File: src/hdl/cfp_pkg.sv
`timescale 1ns / 1ps
// ---------------------------------------------------------------------------
// Frame parser package
// Sizes, codes, shared types and the byte-wise CRC16-CCITT update.
// ---------------------------------------------------------------------------
package cfp_pkg;

    localparam int MAX_PAYLOAD_BYTES = 250;
    localparam int CHUNK_BYTES       = 8;
    localparam int STORE_WORDS       = 32;
    localparam int WORD_W            = 64;
    localparam int WORD_IDX_W        = $clog2(STORE_WORDS);
    localparam int LANE_W            = (CHUNK_BYTES > 1) ? $clog2(CHUNK_BYTES) : 1;
    localparam int CFG_IDX_W         = 2;

    localparam int LEN_CAP_INT =
        ((MAX_PAYLOAD_BYTES + 2) < (STORE_WORDS * CHUNK_BYTES + 2)) ?
        (MAX_PAYLOAD_BYTES + 2) : (STORE_WORDS * CHUNK_BYTES + 2);
    localparam logic [7:0] LEN_CAP = 8'(LEN_CAP_INT);

    localparam logic [15:0] CRC_INIT = 16'hFFFF;
    localparam logic [15:0] CRC_POLY = 16'h1021;
    localparam logic [15:0] CRC_TOP  = 16'h8000;

    localparam logic [7:0] HEADER_FIRST_RST  = 8'hAA;
    localparam logic [7:0] HEADER_SECOND_RST = 8'h55;
    localparam logic [7:0] MAX_LENGTH_RST    = 8'd252;

    typedef enum logic [CFG_IDX_W-1:0] {
        CFG_HEADER_FIRST  = 2'd0,
        CFG_HEADER_SECOND = 2'd1,
        CFG_MAX_LENGTH    = 2'd2
    } cfg_idx_t;

    typedef enum logic [2:0] {
        PH_HEAD0    = 3'd0,
        PH_HEAD1    = 3'd1,
        PH_LEN      = 3'd2,
        PH_BODY     = 3'd3,
        PH_CRCH     = 3'd4,
        PH_CRCL     = 3'd5,
        PH_EMIT_RD  = 3'd6,
        PH_EMIT_OUT = 3'd7
    } phase_t;

    typedef struct packed {
        logic                  en;
        logic [WORD_IDX_W-1:0] addr;
        logic [WORD_W-1:0]     data;
    } store_wr_t;

    typedef struct packed {
        logic                  en;
        logic [WORD_IDX_W-1:0] addr;
    } store_rd_t;

    function automatic logic [15:0] crc16_byte(input logic [15:0] crc, input logic [7:0] b);
        logic [15:0] c;
        c = crc ^ {b, 8'h00};
        for (int i = 0; i < 8; i++)
        begin
            if ((c & CRC_TOP) != 16'h0000)
            begin
                c = (c << 1) ^ CRC_POLY;
            end
            else
            begin
                c = c << 1;
            end
        end
        return c;
    endfunction

endpackage

File: src/hdl/cfp_payload_ram.sv
`timescale 1ns / 1ps
// ---------------------------------------------------------------------------
// Payload store
// Single-port-write, single-port-read memory of payload words with a
// registered read.
// ---------------------------------------------------------------------------
module cfp_payload_ram
    import cfp_pkg::*;
(
    input  logic              clk,
    input  store_wr_t         wr,
    input  store_rd_t         rd,
    output logic [WORD_W-1:0] rd_data
);

    logic [WORD_W-1:0] store_mem [STORE_WORDS];
    logic [WORD_W-1:0] rd_data_reg;

    always_ff @(posedge clk)
    begin
        if (wr.en)
        begin
            store_mem[wr.addr] <= wr.data;
        end
    end

    always_ff @(posedge clk)
    begin
        if (rd.en)
        begin
            rd_data_reg <= store_mem[rd.addr];
        end
    end

    assign rd_data = rd_data_reg;

endmodule

File: config.mk
export PLATFORM = sky130hd
export DESIGN_NAME = cfp_payload_ram
export DESIGN_NICKNAME = d
export VERILOG_FILES = /design/src/hdl/cfp_pkg.sv /design/src/hdl/cfp_payload_ram.sv
export SDC_FILE = /design/constraint.sdc
export NUM_CORES = 2
export LEC_CHECK = 0
export ABC_AREA = 1
export BUFFER_PORTS_ARGS = -buffer_cell sky130_fd_sc_hd__buf_4
export CELL_PAD_IN_SITES_DETAIL_PLACEMENT = 2
export CELL_PAD_IN_SITES_GLOBAL_PLACEMENT = 2
export CORE_ASPECT_RATIO = 0.75
export CORE_MARGIN = 2
export CORE_UTILIZATION = 47
export CTS_BUF_LIST = sky130_fd_sc_hd__clkbuf_8 sky130_fd_sc_hd__clkbuf_16
export DETAILED_ROUTE_END_ITERATION = 16
export HOLD_SLACK_MARGIN = 0.03
export PLACE_DENSITY_LB_ADDON = 0.15
export SLEW_MARGIN = 10
export SYNTH_ARGS = -nofsm -noshare
export SYNTH_HDL_FRONTEND = slang
export SYNTH_SLANG_ARGS = --single-unit
File: constraint.sdc
create_clock -name clk -period 7 [get_ports clk]
set_input_delay 0.35 -clock clk [delete_from_list [all_inputs] [get_ports clk]]
set_output_delay 0.35 -clock clk [all_outputs]
set_load 0.02 [all_outputs]
==> summary.md <==
| Metric | Value |
|---|---|
| Pin count of the biggest net entering global routing | `246` |
| Crit-path leading delay family | `buffers and inverters` |
| GRT overflow | `0` |
| Setup slack of the critical path after layout | `4.02 ns` |
| EDFF count, synth | `2112` |
| Yosys warning count | `0` |
| Remaining number of nets flagged by the antenna check after routing | `0` |
| Initial Util | `47.1%` |
| Number of antenna violations at the first check in global routing | `6` |
| Share of the clock period used by the worst path after layout | `42.6%` |
| Fin nets | `6905` |
| Seq/Total Area, Yosys | `75.8%` |
| Kind of start point of the critical path | `input port` |
| Synthesis-to-layout area growth | `12.0%` |
| Shortest clock period the worst path allows after layout | `2.98 ns` |
| Mapped Area | `0.0836 mm^2` |
| Mean instance size in the synthesized netlist | `12.4 um^2` |
| Maximum fanout encountered on the critical timing path | `187` |
| Die ar. | `0.181 mm^2` |
| Number of clock buffers inserted by TritonCTS | `205` |
| Startpoint-to-endpoint class of the critical path | `in2reg` |
| Crit-path slowest cell | `sky130_fd_sc_hd__buf_4` |
| Max Slew Vio Count | `0` |
| Setup repair after global routing missed its margin | `false` |
| Clock Path Buffers | `3` |
| Arrival time at the worst endpoint | `3.69 ns` |
| Most common library cells after synthesis | `sky130_fd_sc_hd__nand2_1 (2376), sky130_fd_sc_hd__edfxtp_1 (2112), sky130_fd_sc_hd__nand3_1 (1800), sky130_fd_sc_hd__buf_2 (275), sky130_fd_sc_hd__clkbuf_1 (82)` |
| Count of maximum capacitance violations | `0` |
| Post-place setup slack | `3.37 ns` |
| Proportion of netlist area held by the largest area contributor | `75.8%` |
| Data required time at the worst endpoint | `7.71 ns` |
| Clock latency on the worst-skew pair | `0.85 ns` |
| Vias per cell | `6.28` |
| Placeable Area | `0.177 mm^2` |
| 1st-pass router iterations | `6` |
| Share of flip-flops with an asynchronous set or reset after synthesis | `0%` |
| Setup total negative slack | `0 ns` |
| H-tree lvl count | `4` |
| Buf+Inv Stages, Crit Path | `3` |
| Leakage dissipation | `33.2 nW` |
| Flip-flop and latch count after synthesis | `2112` |
| Vias in the first global route | `64.3k` |
| Outcome | `completed` |
| Netlist cell types | `12` |
| Final setup skew | `0.0229 ns` |
| Placed wire-length estimate | `154 mm` |
| Post-synthesis net count | `6845` |
| Setup violation total in the final timing report | `0` |
| Wire length of the first global-routing pass | `459 mm` |
| Worst slew pin tran | `1.36 ns` |
| Max Freq | `0.335 GHz` |
| Number of instances in the synthesized netlist | `6768` |
| Number of DRC violations after detailed-routing iteration 0 | `6900` |
| Leading post-synthesis cells by cell area | `sky130_fd_sc_hd__edfxtp_1 (76%), sky130_fd_sc_hd__nand3_1 (11%), sky130_fd_sc_hd__nand2_1 (11%), sky130_fd_sc_hd__buf_2 (1.6%), sky130_fd_sc_hd__clkbuf_1 (0.37%)` |
| Number of top-level design ports | `141` |
| Cell breakdown of the critical path | `buf_8 > buf_12 > buf_4 > nand2_1 > nand3_1 > nand3_1 > nand3_1 > nand3_1 > nand2_1` |
| Post-CTS Setup Bufs | `0` |
| Flip-flop cell with the highest count after synthesis | `sky130_fd_sc_hd__edfxtp_1` |
| Routability cong. | `0.733` |
| Count of buffers inserted at the top-level ports | `140` |
| GRT Overall Usage | `34.9%` |
| Dominant cell type by count on the critical path | `sky130_fd_sc_hd__nand3_1` |
| Die Span X | `491 um` |
| Largest vdd supply drop | `0.000230 V` |
| Max stage delay on crit path | `0.93 ns` |
| Y dimension of the die | `369 um` |
| Min-delay worst type | `in2reg` |
| Average routed wire per standard cell | `34.1 um` |
| Count of unresolved DRC violations after routing | `0` |
| Total wirelength of the detailed-routed design | `320 mm` |
| Cell row count | `134` |
| Power per unit of standard cell area | `286 mW/mm^2` |
| Total count of hold-check failures in the final report | `0` |
| Largest register FFs | `2048` |
| Headroom to the max-slew limit | `9.51%` |
| Clock Pin Slew Worst Setup and Hold Paths | `0.06 ns` |
| Fraction of final layout cells sized beyond drive strength 1 | `7.66%` |
| Clock tree from TritonCTS | `done` |
| Number of clock sinks | `2112` |
| Overall via count from detail_route | `59.0k` |
| Library cell occupying the most area in the post-synthesis netlist | `sky130_fd_sc_hd__edfxtp_1` |
| Clock tree root buffer cell | `sky130_fd_sc_hd__clkbuf_16` |
| Most numerous cell in the Yosys netlist | `sky130_fd_sc_hd__nand2_1` |
| Cells resized by post-CTS repair | `0` |
| Capturing element type of the critical path | `register` |
==> power by group <==
part	total (mW)	internal [mW]	switching, mW
logic	1.77	0.418	1.35
registers	14.2	14.1	0.0825
clock network	10.8	5.67	5.16
==> cell usage in the layout (no fill, tap or decap) <==
| cell type | n |
|---|---|
| sky130_fd_sc_hd__buf_12 | 26 |
| sky130_fd_sc_hd__buf_4 | 196 |
| sky130_fd_sc_hd__buf_6 | 1 |
| sky130_fd_sc_hd__buf_8 | 3 |
| sky130_fd_sc_hd__bufinv_16 | 9 |
| sky130_fd_sc_hd__clkbuf_16 | 206 |
| sky130_fd_sc_hd__clkbuf_8 | 1 |
| sky130_fd_sc_hd__clkinv_1 | 59 |
| sky130_fd_sc_hd__clkinv_2 | 37 |
| sky130_fd_sc_hd__clkinv_4 | 2 |
| sky130_fd_sc_hd__clkinv_8 | 5 |
| sky130_fd_sc_hd__clkinvlp_4 | 4 |
| sky130_fd_sc_hd__diode_2 | 3 |
| sky130_fd_sc_hd__dlygate4sd3_1 | 64 |
| sky130_fd_sc_hd__edfxtp_1 | 2112 |
| sky130_fd_sc_hd__inv_1 | 53 |
| sky130_fd_sc_hd__inv_16 | 2 |
| sky130_fd_sc_hd__inv_4 | 1 |
| sky130_fd_sc_hd__inv_6 | 8 |
| sky130_fd_sc_hd__inv_8 | 3 |
| sky130_fd_sc_hd__nand2_1 | 2376 |
| sky130_fd_sc_hd__nand3_1 | 1800 |
| sky130_fd_sc_hd__nor2_4 | 32 |
==> layer usage <==
metal,wire [um],GRT usage (%)
met1,127000,45.9
met2,159000,59.5
met3,21800,4.84
met4,11800,12.6
met5,15,0
==> kinds of logic (layout without fill, tap and decap cells) <==
| family | count (synthesis) | after routing | share of synthesized area (%) |
|---|---|---|---|
| other | 0 | 3 | 0 |
| and+or+nand+nor | 4208 | 4208 | 21.6 |
| buffers and inverters | 448 | 680 | 2.59 |
| DFF | 2112 | 2112 | 75.8 |
==> stage by stage <==
stage	hold slack [ns]	util, %	std cells	power, mW	cell area (um^2)
finish	0.116	52.8	9383	26.8	93700
global route	0.142	52.8	9382	27.4	93700
CTS	0.120	52.8	9380	26.8	93700
detailed placement	0.774	48.9	8937	16.1	86800
global placement	0.762	48.9	8937	16.0	86800
floorplan	0.449	-	6768	15.3	83600
==> timing repair <==
item | CTS | global route
hold buffers | 64 | 0
hold endpoints to repair | 2048 | 0
setup endpoints to repair | 0 | 0
==> final timing paths <==
kind,depth (start not counted),end,start,slack (ns)
hold / removal,1,rd_data[12],rd[5],0.12
hold reg to reg,6,rd_data[32],store_mem[4][32],0.82
setup reg to reg,8,rd_data[45],store_mem[13][45],5.32
setup / recovery,9,rd_data[55],rd[0],4.02
==> layout make-up <==
cell class	count	area (um^2)
antenna	3	7.51
clock buffer	206	5150
clock inverter	173	1080
fill	17000	83700
inverter	10	78.8
multi-input combinational	4208	18300
sequential	2112	63400
tap	2380	2980
timing repair buffer	291	2700
Note: power is estimated with default switching activity, not from simulation.
